`src/hdl/ufrb_pkg.sv`:
```
// ----------------------------------------------------------------------------
// ufrb_pkg
// shared types and constants of the uart fifo register block
// ----------------------------------------------------------------------------
`default_nettype none

package ufrb_pkg;

    // fifo depth default
    localparam int FIFO_DEPTH_DEF = 32;

    // transaction kinds
    typedef enum logic [1:0] {
        OP_BUS_READ  = 2'd0,
        OP_BUS_WRITE = 2'd1,
        OP_LINE_RX   = 2'd2,
        OP_LINE_TX   = 2'd3
    } t_op;

    // bus word indexes
    localparam logic [2:0] ADDR_DATA     = 3'd0;
    localparam logic [2:0] ADDR_CONTROL  = 3'd2;
    localparam logic [2:0] ADDR_TX_LEVEL = 3'd3;
    localparam logic [2:0] ADDR_RX_LEVEL = 3'd4;

    // control register bit positions
    localparam int CT_LOOPBACK  = 16;
    localparam int CT_RESET     = 15;
    localparam int CT_STOP_ERR  = 14;
    localparam int CT_START_ERR = 13;
    localparam int CT_RX_OVF    = 12;
    localparam int CT_TX_OVF    = 11;
    localparam int CT_PAR_ERR   = 10;
    localparam int CT_STICKY_LO = 10;
    localparam int CT_STICKY_HI = 14;

    // sticky bit indexes inside the five bit sticky field
    localparam int STK_PAR   = CT_PAR_ERR   - CT_STICKY_LO;
    localparam int STK_TXOVF = CT_TX_OVF    - CT_STICKY_LO;
    localparam int STK_RXOVF = CT_RX_OVF    - CT_STICKY_LO;
    localparam int STK_START = CT_START_ERR - CT_STICKY_LO;
    localparam int STK_STOP  = CT_STOP_ERR  - CT_STICKY_LO;

    // mode byte after reset: baud select three
    localparam logic [7:0] MODE_RESET = 8'h03;

    // controller states
    typedef enum logic [1:0] {
        ST_IDLE = 2'b01,
        ST_EXEC = 2'b10
    } t_state;

    // controller to datapath commands
    typedef struct packed {
        logic capture;
        logic execute;
    } t_dp_cmd;

endpackage : ufrb_pkg

`default_nettype wire

```
`src/hdl/ufrb_ctrl.sv`:
```
// ----------------------------------------------------------------------------
// ufrb_ctrl
// sequencer: takes one transaction, runs it, hands the result out
// ----------------------------------------------------------------------------
`default_nettype none

module ufrb_ctrl (
    input  wire logic             i_clk,
    input  wire logic             i_rst_n,
    input  wire logic             i_in_valid,
    output logic                  o_in_stall,
    output logic                  o_out_valid,
    input  wire logic             i_out_stall,
    output ufrb_pkg::t_dp_cmd     o_cmd
);
    import ufrb_pkg::*;

    t_state r_state, n_state;
    logic   r_out_valid, n_out_valid;
    logic   out_free;

    assign out_free    = !r_out_valid || !i_out_stall;
    assign o_in_stall  = (r_state != ST_IDLE);
    assign o_out_valid = r_out_valid;

    always_comb begin
        n_state       = r_state;
        n_out_valid   = r_out_valid && i_out_stall;
        o_cmd.capture = 1'b0;
        o_cmd.execute = 1'b0;
        case (r_state)
            ST_IDLE: begin
                if (i_in_valid) begin
                    o_cmd.capture = 1'b1;
                    n_state       = ST_EXEC;
                end
            end
            ST_EXEC: begin
                // wait for the output register to be free
                if (out_free) begin
                    o_cmd.execute = 1'b1;
                    n_out_valid   = 1'b1;
                    n_state       = ST_IDLE;
                end
            end
            default: begin
                n_state = ST_IDLE;
            end
        endcase
    end

    always_ff @(posedge i_clk) begin
        if (!i_rst_n) begin
            r_state     <= ST_IDLE;
            r_out_valid <= 1'b0;
        end else begin
            r_state     <= n_state;
            r_out_valid <= n_out_valid;
        end
    end

endmodule : ufrb_ctrl

`default_nettype wire

```
`src/hdl/ufrb_datapath.sv`:
```
// ----------------------------------------------------------------------------
// ufrb_datapath
// fifo memories, pointers, fill levels, control register and result register
// ----------------------------------------------------------------------------
`default_nettype none

module ufrb_datapath #(
    parameter int FIFO_DEPTH = ufrb_pkg::FIFO_DEPTH_DEF
) (
    input  wire logic             i_clk,
    input  wire logic             i_rst_n,
    input  wire ufrb_pkg::t_dp_cmd i_cmd,
    input  wire logic [1:0]       i_operation,
    input  wire logic [2:0]       i_address,
    input  wire logic [31:0]      i_write_data,
    input  wire logic [7:0]       i_line_char,
    input  wire logic             i_line_parity_error,
    input  wire logic             i_line_stop_error,
    input  wire logic             i_line_start_error,
    output logic [31:0]           o_read_data,
    output logic                  o_tx_valid,
    output logic [7:0]            o_tx_char,
    output logic                  o_rx_pending
);
    import ufrb_pkg::*;

    localparam int PTR_W = (FIFO_DEPTH > 1) ? $clog2(FIFO_DEPTH) : 1;
    localparam int LVL_W = $clog2(FIFO_DEPTH + 1);
    localparam logic [PTR_W-1:0] PTR_LAST = PTR_W'(FIFO_DEPTH - 1);
    localparam logic [LVL_W-1:0] LVL_FULL = LVL_W'(FIFO_DEPTH);
    localparam logic [LVL_W:0]   SUM_DEPTH = (LVL_W+1)'(FIFO_DEPTH);

    // memories
    logic [9:0] rx_mem [FIFO_DEPTH];
    logic [7:0] tx_mem [FIFO_DEPTH];

    // captured transaction
    t_op         r_op;
    logic [2:0]  r_addr;
    logic [31:0] r_wdata;
    logic [7:0]  r_char;
    logic        r_par, r_stp, r_sta;
    logic [9:0]  r_rx_rdata;
    logic [7:0]  r_tx_rdata;

    // fifo state and control register
    logic [PTR_W-1:0] r_rx_rptr, n_rx_rptr, r_tx_rptr, n_tx_rptr;
    logic [LVL_W-1:0] r_rx_level, n_rx_level, r_tx_level, n_tx_level;
    logic             r_loopback, n_loopback;
    logic [4:0]       r_sticky, n_sticky;
    logic [7:0]       r_mode, n_mode;

    // result register
    logic [31:0] r_read_data, n_read_data;
    logic        r_tx_valid, n_tx_valid;
    logic [7:0]  r_tx_char, n_tx_char;
    logic        r_rx_pending, n_rx_pending;

    logic             rx_we, tx_we;
    logic [PTR_W-1:0] rx_wptr, tx_wptr;
    logic             rx_full, tx_full;

    function automatic logic [PTR_W-1:0] wr_ptr(
        input logic [PTR_W-1:0] rptr,
        input logic [LVL_W-1:0] level
    );
        logic [LVL_W:0] sum;
        sum = (LVL_W+1)'(rptr) + (LVL_W+1)'(level);
        if (sum >= SUM_DEPTH) begin
            sum = sum - SUM_DEPTH;
        end
        return sum[PTR_W-1:0];
    endfunction

    function automatic logic [PTR_W-1:0] ptr_inc(input logic [PTR_W-1:0] p);
        return (p == PTR_LAST) ? '0 : p + 1'b1;
    endfunction

    assign rx_wptr = wr_ptr(r_rx_rptr, r_rx_level);
    assign tx_wptr = wr_ptr(r_tx_rptr, r_tx_level);
    assign rx_full = (r_rx_level == LVL_FULL);
    assign tx_full = (r_tx_level == LVL_FULL);

    always_comb begin
        n_rx_rptr   = r_rx_rptr;
        n_tx_rptr   = r_tx_rptr;
        n_rx_level  = r_rx_level;
        n_tx_level  = r_tx_level;
        n_loopback  = r_loopback;
        n_sticky    = r_sticky;
        n_mode      = r_mode;
        n_read_data = '0;
        n_tx_valid  = 1'b0;
        n_tx_char   = '0;
        rx_we       = 1'b0;
        tx_we       = 1'b0;
        case (r_op)
            OP_BUS_READ: begin
                case (r_addr)
                    ADDR_DATA: begin
                        if (r_rx_level != '0) begin
                            n_read_data = {20'd0, r_rx_rdata[9], 2'b00,
                                           r_rx_rdata[8], r_rx_rdata[7:0]};
                            n_rx_rptr   = ptr_inc(r_rx_rptr);
                            n_rx_level  = r_rx_level - 1'b1;
                        end
                    end
                    ADDR_CONTROL: begin
                        n_read_data = {15'd0, r_loopback, 1'b0, r_sticky,
                                       (r_tx_level == '0), (r_rx_level == '0), r_mode};
                    end
                    ADDR_TX_LEVEL: n_read_data = 32'(r_tx_level);
                    ADDR_RX_LEVEL: n_read_data = 32'(r_rx_level);
                    default:       n_read_data = '0;
                endcase
            end
            OP_BUS_WRITE: begin
                if (r_addr == ADDR_DATA) begin
                    if (tx_full) begin
                        n_sticky[STK_TXOVF] = 1'b1;
                    end else begin
                        tx_we      = 1'b1;
                        n_tx_level = r_tx_level + 1'b1;
                    end
                end else if (r_addr == ADDR_CONTROL) begin
                    n_loopback = r_wdata[CT_LOOPBACK];
                    n_mode     = r_wdata[7:0];
                    n_sticky   = r_sticky & r_wdata[CT_STICKY_HI:CT_STICKY_LO];
                    if (r_wdata[CT_RESET]) begin
                        n_rx_rptr  = '0;
                        n_tx_rptr  = '0;
                        n_rx_level = '0;
                        n_tx_level = '0;
                    end
                end
            end
            OP_LINE_RX: begin
                n_sticky[STK_PAR]   = r_sticky[STK_PAR]   | r_par;
                n_sticky[STK_STOP]  = r_sticky[STK_STOP]  | r_stp;
                n_sticky[STK_START] = r_sticky[STK_START] | r_sta;
                if (rx_full) begin
                    n_sticky[STK_RXOVF] = 1'b1;
                end else begin
                    rx_we      = 1'b1;
                    n_rx_level = r_rx_level + 1'b1;
                end
            end
            OP_LINE_TX: begin
                if (r_tx_level != '0) begin
                    n_tx_valid = 1'b1;
                    n_tx_char  = r_tx_rdata;
                    n_tx_rptr  = ptr_inc(r_tx_rptr);
                    n_tx_level = r_tx_level - 1'b1;
                end
            end
            default: begin
                n_read_data = '0;
            end
        endcase
        n_rx_pending = (n_rx_level != '0);
    end

    // capture of the transaction and the heads of both fifos
    always_ff @(posedge i_clk) begin
        if (i_cmd.capture) begin
            r_op       <= t_op'(i_operation);
            r_addr     <= i_address;
            r_wdata    <= i_write_data;
            r_char     <= i_line_char;
            r_par      <= i_line_parity_error;
            r_stp      <= i_line_stop_error;
            r_sta      <= i_line_start_error;
            r_rx_rdata <= rx_mem[r_rx_rptr];
            r_tx_rdata <= tx_mem[r_tx_rptr];
        end
    end

    always_ff @(posedge i_clk) begin
        if (i_cmd.execute && rx_we) begin
            rx_mem[rx_wptr] <= {r_stp, r_par, r_char};
        end
        if (i_cmd.execute && tx_we) begin
            tx_mem[tx_wptr] <= r_wdata[7:0];
        end
    end

    always_ff @(posedge i_clk) begin
        if (!i_rst_n) begin
            r_rx_rptr  <= '0;
            r_tx_rptr  <= '0;
            r_rx_level <= '0;
            r_tx_level <= '0;
            r_loopback <= 1'b0;
            r_sticky   <= '0;
            r_mode     <= MODE_RESET;
        end else if (i_cmd.execute) begin
            r_rx_rptr  <= n_rx_rptr;
            r_tx_rptr  <= n_tx_rptr;
            r_rx_level <= n_rx_level;
            r_tx_level <= n_tx_level;
            r_loopback <= n_loopback;
            r_sticky   <= n_sticky;
            r_mode     <= n_mode;
        end
    end

    always_ff @(posedge i_clk) begin
        if (i_cmd.execute) begin
            r_read_data  <= n_read_data;
            r_tx_valid   <= n_tx_valid;
            r_tx_char    <= n_tx_char;
            r_rx_pending <= n_rx_pending;
        end
    end

    assign o_read_data  = r_read_data;
    assign o_tx_valid   = r_tx_valid;
    assign o_tx_char    = r_tx_char;
    assign o_rx_pending = r_rx_pending;

endmodule : ufrb_datapath

`default_nettype wire

```
`src/hdl/uart_fifo_register_block_unit.sv`:
```
// ----------------------------------------------------------------------------
// uart_fifo_register_block_unit
// register-mapped uart core with receive and transmit fifos
// ----------------------------------------------------------------------------
// Each input transaction is one of: a bus read, a bus write, a character
// arriving from the line, or a transmit slot on the line; each gives exactly
// one result transaction. Bus word 0 is the data port, word 2 the control
// register, word 3 the transmit fill level and word 4 the receive fill level.
// A transaction is first captured together with the head entries of both
// fifo memories (read data is registered), then the register update runs and
// loads the result register. The input side therefore cannot take a new
// transaction before the last one has run, held back by the registered
// memory read in front of the update. The result register parts the two
// sides, so the next transaction may be taken while a result still waits.
// No clearing pass is needed after reset: fill levels guard every fifo read.
// ----------------------------------------------------------------------------
`default_nettype none

module uart_fifo_register_block_unit #(
    parameter int FIFO_DEPTH = ufrb_pkg::FIFO_DEPTH_DEF
) (
    input  wire logic        i_clk,
    input  wire logic        i_rst_n,
    // input transaction channel
    input  wire logic        i_in_valid,
    output logic             o_in_stall,
    input  wire logic [1:0]  i_operation,
    input  wire logic [2:0]  i_address,
    input  wire logic [31:0] i_write_data,
    input  wire logic [7:0]  i_line_char,
    input  wire logic        i_line_parity_error,
    input  wire logic        i_line_stop_error,
    input  wire logic        i_line_start_error,
    // result transaction channel
    output logic             o_out_valid,
    input  wire logic        i_out_stall,
    output logic [31:0]      o_read_data,
    output logic             o_tx_valid,
    output logic [7:0]       o_tx_char,
    output logic             o_rx_pending
);
    import ufrb_pkg::*;

    // commands from the sequencer to the datapath
    t_dp_cmd cmd;

    // sequencer: idle / execute, owns both handshakes
    ufrb_ctrl u_ctrl (
        .i_clk       (i_clk),
        .i_rst_n     (i_rst_n),
        .i_in_valid  (i_in_valid),
        .o_in_stall  (o_in_stall),
        .o_out_valid (o_out_valid),
        .i_out_stall (i_out_stall),
        .o_cmd       (cmd)
    );

    // datapath: fifos, levels, control register, result register
    ufrb_datapath #(
        .FIFO_DEPTH (FIFO_DEPTH)
    ) u_datapath (
        .i_clk               (i_clk),
        .i_rst_n             (i_rst_n),
        .i_cmd               (cmd),
        .i_operation         (i_operation),
        .i_address           (i_address),
        .i_write_data        (i_write_data),
        .i_line_char         (i_line_char),
        .i_line_parity_error (i_line_parity_error),
        .i_line_stop_error   (i_line_stop_error),
        .i_line_start_error  (i_line_start_error),
        .o_read_data         (o_read_data),
        .o_tx_valid          (o_tx_valid),
        .o_tx_char           (o_tx_char),
        .o_rx_pending        (o_rx_pending)
    );

endmodule : uart_fifo_register_block_unit

`default_nettype wire
```
`config.mk`:
```
export PLATFORM = sky130hd
export DESIGN_NAME = uart_fifo_register_block_unit
export DESIGN_NICKNAME = d
export VERILOG_FILES = /design/src/hdl/ufrb_pkg.sv /design/src/hdl/ufrb_ctrl.sv /design/src/hdl/ufrb_datapath.sv /design/src/hdl/uart_fifo_register_block_unit.sv
export SDC_FILE = /design/constraint.sdc
export NUM_CORES = 1
export LEC_CHECK = 0
export ABC_AREA = 1
export BUFFER_PORTS_ARGS = -buffer_cell sky130_fd_sc_hd__buf_2
export CAP_MARGIN = 15
export CORE_AREA = 2 2 288 290
export CTS_CLUSTER_DIAMETER = 100
export CTS_CLUSTER_SIZE = 25
export DETAILED_ROUTE_END_ITERATION = 8
export DIE_AREA = 0 0 290 292
export HOLD_SLACK_MARGIN = 0.12
export PLACE_DENSITY = 0.62
export SYNTH_ARGS = -nofsm -noshare
export SYNTH_HDL_FRONTEND = slang
export SYNTH_SLANG_ARGS = --single-unit
```
`constraint.sdc`:
```
create_clock -name i_clk -period 2.85 [get_ports i_clk]
set_input_delay 0.285 -clock i_clk [delete_from_list [all_inputs] [get_ports i_clk]]
set_output_delay 0.285 -clock i_clk [all_outputs]
set_load 0.02 [all_outputs]
```
==> results by group, run 1 <==
Critical path
  • Worst path slowest cell: dfxtp_1
  • WP data required: approximately 3200 ps
  • Worst Setup End Kind: register
  • Crit Path Max Fanout: 11
  • Startpoint Class: register
  • Worst setup path class: register to register
  • Crit-path cells: ha_1 > a21oi_1 > nand2_1 > xnor2_1 > inv_1 > nor2_1 > nand2_1 > nor2_1 > buf_4
  • Slowest cell delay on critical path: a little under 600 ps
  • Worst path arrival time: 2910 ps
  • R2R setup slack: ~250 ps

Logic synthesis
  • Cells after Synth: 2287
  • Synth Register Bits: 690
  • Post-synth top area share: 69.01%
  • Synth cell types: 43
  • Ys Warns: 0
  • Yosys top cell by area: edfxtp_1
  • Number of flops mapped to enable cells by yosys: 651
  • Top_reg_cell synth: edfxtp_1
  • Synth top area cells: edfxtp_1, nor2_1, o21ai_0
  • Post-Syn Area: 0.02833 mm^2
  • Sequential-to-total area share from yosys stat: a little under three quarters
  • Ys async rst share: 0%
  • Syn avg cell area: 12.39 um^2

Placement
  • PortBufs: 62
  • GPL Wtd Cong: 0.8976
  • Hpwl dp: ~42000 um

Final layout
  • Area of the multi-input gates: 0.006978 mm^2
  • Register Area: around 0.020 mm^2
  • Diodes inserted: 0
  • Syn-to-layout area delta: 11.24%
  • Share of cells above drive strength 1: around 11%
  • # fillers: between 7000 and 8000
  • Nets: 2481

Floorplan
  • Core box area: slightly above 0.08 mm^2
  • I/O Pins: 96
  • Die X: about 290 um
  • Die ar.: roughly 0.085 mm^2
  • Die Y: between 200 and 300 um
  • Num rows: 105
  • Initial Util: 34.72%

Routing
  • Vias: about 19000
  • Drt pass-1 iters: 6
  • DR vias/cell: between 5 and 6
  • Routed length per instance: between 15 and 20 um
  • # DRC: 0
  • Antenna-violating nets left: 0
  • Detailed Route WL: approximately 70000 um
  • Iteration-0 DRC Markers: around 1900

Timing
  • Fmax achieved: 0.3843 GHz
  • Hold WS: 375.7 ps
  • Final cycle utilization of the critical path: between 90% and 100%
  • RSZ-0062 raised after global routing: no
  • Tmin final: 2602 ps
  • Worst clock skew: approximately 18 ps
  • Setup tns final: 0 ps
  • Max-slew violations: 0
  • Final Hold Viols: 0
  • Final Setup Violations: 0
  • Worst slew pin tran: around 860 ps
  • Slew headroom: 42.69%

Power
  • Cell Pwr Density: roughly 530 mW/mm^2
  • Worst VDD drop: between 0.4 and 0.5 mV
  • P_leak: 10.70 nW

CTS
  • Worst skew pair latency: between 600 and 700 ps
  • TritonCTS clock tree: done
  • H-tree depth: 1
  • Longest Clk Path Bufs: 3
  • Clock-pin slew of the registers on the worst-case setup and hold paths: 100 ps
  • Post-cts resize count: 0
  • Root Driver: clkbuf_16
  • CTS sink count: slightly below 700
  • TritonCTS Buffers: 31

Hold path
  • Worst min path class: input pin to register

GRT
  • Largest net degree at the start of global routing: around 160
  • Initial antenna violation count: 1
  • Global-route wire length before repair: about 100000 um
  • Vias in the first global route: around 18000
  • GR Overflow Total: 0
  • Global Route Usage Sum: 15.72%

Flow run
  • Max-Cap Viols: 0

Run status
  • Outcome: completed
==> registers in the layout (all words and copies together) (netlist names), 2 cells and up <==
name / flops
u_ctrl.r_state: 2
u_datapath.o_read_data: 16
u_datapath.tx_mem: 256
u_datapath.r_char: 8
u_datapath.r_wdata: 15
u_datapath.r_rx_level: 6
u_datapath.r_rx_rptr: 5
u_datapath.r_op: 2
u_datapath.r_tx_rdata: 8
u_datapath.r_rx_rdata: 10
u_datapath.r_tx_level: 6
u_datapath.r_addr: 3
u_datapath.o_tx_char: 8
u_datapath.rx_mem: 320
u_datapath.r_sticky: 5
u_datapath.r_tx_rptr: 5
u_datapath.r_mode: 8
==> layout by cell type, fill, tap and decap left out, types with 49 or more instances in the layout <==
master / n
nand2_1: 226
buf_4: 117
nand3_1: 115
o21ai_1: 49
nor2_1: 438
inv_1: 66
edfxtp_1: 651
o221ai_1: 123
buf_2: 62
o21ai_0: 257
==> per-layer routing <==
layer	share of wire, %	GRT usage [%]	wire length (um)
met1	43	21.37	29350
met2	48	26.65	33300
met3	6.0	1.781	4109
met4	3.0	4.497	2069
met5	0	0	0
==> critical path, delay by kind of cell (launching register included) <==
| kind | cells | cell delay [ps] |
|---|---|---|
| flops | 1 | 580 |
| simple gates | 4 | 570 |
| fa+ha+maj | 1 | 360 |
| buf+inv | 2 | 330 |
| xor+xnor | 1 | 290 |
| compound gates | 1 | 160 |
==> through the flow <==
step / util, % / area, um^2 / power, mW / std cells / setup slack [ps]
floorplan: - / 28390 / 11.71 / 2302 / 464.6
global placement: 37.14 / 30300 / 11.94 / 3410 / 328.4
detailed placement: 37.14 / 30300 / 11.95 / 3410 / 298.4
CTS: 38.62 / 31510 / 16.92 / 3500 / 274.6
global route: 38.62 / 31510 / 17.35 / 3500 / 48.45
finish: 38.62 / 31510 / 16.82 / 3500 / 247.9
==> synth_stat cells (8+ instances only) <==
cell	count
o221ai_1	123
nand3_1	115
o21ai_1	49
edfxtp_1	651
nand4_1	8
dfxtp_1	39
ha_1	21
a221oi_1	9
buf_2	22
o21ai_0	257
nand2_1	226
buf_4	34
o211ai_1	17
clkbuf_1	83
a21oi_1	41
inv_2	14
inv_1	66
xor2_1	9
nor2_1	439
==> layout make-up <==
cell class	count	area share (%)
clock buffer	56	2.760
sequential	690	64.55
timing repair buffer	218	5.201
clock inverter	1	0.03574
multi-input combinational	1378	22.14
tap	1070	4.249
inverter	87	1.064
==> report_power, final <==
group / total (mW) / internal [mW] / leakage [nW] / switching (mW)
clock network: 5.06 / 2.08 / 0.418 / 2.98
registers: 11.2 / 11.1 / 6.20 / 0.0298
logic: 0.588 / 0.144 / 4.08 / 0.444
==> repair_timing <==
| item | 4_1_cts | 5_1_grt |
|---|---|---|
| endpoints found under the setup margin | 0 | 0 |
| endpoints found under the hold margin | 51 | 0 |
| setup buffers | 0 | 0 |
| hold buffers | 33 | 0 |
==> cells by family after synthesis <==
family                   count (synthesis)  synth area share, %
AND/OR/NAND/NOR                        816                11.93
flip-flops                             690                71.76
AO/OA/AOI/OAI                          510                11.00
buffers and inverters                  234                3.829
adder cells (fa/ha/maj)                 23                1.069
XOR/XNOR                                13               0.4019
other                                    1              0.01324
==> worst paths after layout <==
path              cells after the start                                   from                                  to
setup / recovery                      9  u_datapath.r_rx_level[2]$_SDFFE_PN0P_  u_datapath.rx_mem[23][4]$_DFFE_PP_
hold / removal                        2                       i_write_data[11]    u_datapath.r_wdata[11]$_DFFE_PP_
setup reg to reg                      9  u_datapath.r_rx_level[2]$_SDFFE_PN0P_  u_datapath.rx_mem[23][4]$_DFFE_PP_
hold reg to reg                       2     u_datapath.r_loopback$_SDFFE_PN0P_  u_datapath.r_loopback$_SDFFE_PN0P_
Power figures use the tool's default switching activity.
==> run 2: changes to the inputs <==
Settings changed: PLACE_DENSITY 0.62 to unset.
==> results by group, run 2 (synthesis gave the netlist of run 1 again) <==
Hold path
  • Worst min path class: input pin to register

Routing
  • # DRC: 0
  • Routed length per instance: just under 20 um
  • Vias: about 18000
  • Drt pass-1 iters: 5
  • Antenna-violating nets left: 0
  • Detailed Route WL: around 70000 um
  • Iteration-0 DRC Markers: 1863
  • DR vias/cell: around 5.2

Final layout
  • Syn-to-layout area delta: 11.09%
  • Diodes inserted: 0
  • Post-route insts no fill: 3495
  • Largest Register: u_datapath.rx_mem
  • Final Cell Area: 0.03147 mm^2
  • Commonest non-fill, non-tap cell in the layout: edfxtp_1
  • Max reg flops: between 300 and 400
  • Nets: between 2000 and 2500
  • Commonest non-fill, non-tap cells in the layout: edfxtp_1, nor2_1, o21ai_0
  • # fillers: roughly 7700
  • Share of cells above drive strength 1: between 10% and 20%

Floorplan
  • Die Y: between 200 and 300 um
  • Num rows: 105
  • Die ar.: roughly 0.085 mm^2
  • Core box area: slightly above 0.08 mm^2
  • I/O Pins: between 90 and 100
  • Die X: around 290 um
  • Initial Util: roughly a third

Critical path
  • Worst path arrival time: slightly below 3000 ps
  • Slowest cell delay on critical path: 600 ps
  • Crit-path cells: ha_1 > fa_1 > nand3_1 > nand2_1 > xor2_1 > nor2_1 > nand2_1 > nor2_1
  • Worst Setup End Kind: register
  • Worst path slowest cell: nor2_1
  • CP Buf/Inv Count: 0
  • Worst setup path class: register to register
  • Crit Path Max Fanout: 8
  • Startpoint Class: register
  • WP data required: between 3000 and 4000 ps
  • Cell family with most CP delay: simple AND/OR/NAND/NOR gates

GRT
  • Largest net degree at the start of global routing: between 150 and 200
  • Vias in the first global route: between 15000 and 20000
  • Global-route wire length before repair: approximately 100000 um
  • Global Route Usage Sum: between 15 and 20%
  • GR Overflow Total: 0
  • Initial antenna violation count: 2

CTS
  • TritonCTS clock tree: done
  • H-tree depth: 1
  • Longest Clk Path Bufs: 3
  • Root Driver: clkbuf_16
  • Worst skew pair latency: 620 ps
  • TritonCTS Buffers: 31
  • CTS sink count: about 700
  • Clock-pin slew of the registers on the worst-case setup and hold paths: about 100 ps

Placement
  • Dpl cells: ~3400
  • PortBufs: 62
  • Placed instance area: 0.03025 mm^2
  • Hpwl dp: ~42000 um
  • GPL Wtd Cong: between 0.9 and 1

Flow run
  • Max-Cap Viols: 0

Timing
  • Final Setup Violations: 0
  • Slew headroom: 35.49%
  • Worst clock skew: between 20 and 25 ps
  • Tmin final: around 2700 ps
  • Final cycle utilization of the critical path: between 90% and 100%
  • Setup tns final: 0 ps
  • Final Hold Viols: 0
  • Fmax achieved: between 0.3 and 0.4 GHz
  • Max-slew violations: 0
  • Hold WS: roughly 370 ps
  • Worst slew pin tran: 967.7 ps
  • RSZ-0062 raised after global routing: no

Power
  • P_leak: approximately 11 nW
  • Pwr Total: around 17 mW
  • Worst VDD drop: 0.4896 mV
  • Cell Pwr Density: 535.5 mW/mm^2

Run status
  • Outcome: completed
==> run 2: changes by cell type in the layout (fill, tap and decap cells not counted) <==
cell / change
buf_12: -1
buf_4: -4
nor2_1: -3
nor2_2: +3
==> run 2: worst register-to-register path, stage by stage, from the launching register on <==
cell and delay, ps:
dfxtp_1 360, ha_1 240, fa_1 410, nand3_1 90, nand2_1 70, xor2_1 170, nor2_1 240, nand2_1 170
nor2_1 600
==> run 2: report_power, final <==
part           internal [mW]  switching, mW  leakage, nW  total (mW)
Combinational          0.144          0.442         4.04       0.586
Sequential              11.1         0.0243         6.20        11.2
Clock                   2.08           3.02        0.418        5.10
Total                   13.4           3.48         10.7        16.9
==> run 2: repair_timing <==
action | 4_1_cts | 5_1_grt
buffers inserted | 0 | 0
setup endpoints to repair | 0 | 24
gates resized for setup | 0 | 3
hold endpoints to repair | 50 | 0
hold buffers | 33 | 0
==> run 2: final timing paths <==
check                                         from  cells after the start                            endpoint  slack, ps
max reg2reg  u_datapath.r_tx_level[0]$_SDFFE_PN0P_                      8  u_datapath.tx_mem[27][5]$_DFFE_PP_        140
min                                 i_line_char[0]                      2      u_datapath.r_char[0]$_DFFE_PP_        370
min reg2reg     u_datapath.r_loopback$_SDFFE_PN0P_                      2  u_datapath.r_loopback$_SDFFE_PN0P_        470
max          u_datapath.r_tx_level[0]$_SDFFE_PN0P_                      8  u_datapath.tx_mem[27][5]$_DFFE_PP_        140
==> run 2: metrics by stage <==
stage | worst slack, ps | util [%]
final | 139.3 | 38.57
after global routing | 4.642 | 38.57
after CTS | 108.8 | 38.56
after detailed placement | 138.2 | 37.08
after global placement | 143.5 | 37.08
after floorplan | 464.6 | -
==> run 2: routing by layer <==
| metal | vias to the layer above | share of wire, % | GRT usage, % |
|---|---|---|---|
| li1 | 8520 | - | - |
| met1 | 9054 | 44 | 21.59 |
| met2 | 590 | 49 | 26.98 |
| met3 | 63 | 5.6 | 1.979 |
| met4 | 0 | 1.9 | 3.341 |
| met5 | - | 0 | 0 |
==> run 2: layout make-up <==
cell class,instances,area (um^2),share of cell area [%]
multi-input combinational,1378,6985,22.20
clock buffer,56,869.6,2.763
timing repair buffer,213,1589,5.049
tap,1070,1339,4.254
sequential,690,20340,64.63
inverter,87,335.3,1.066
clock inverter,1,11.26,0.03578
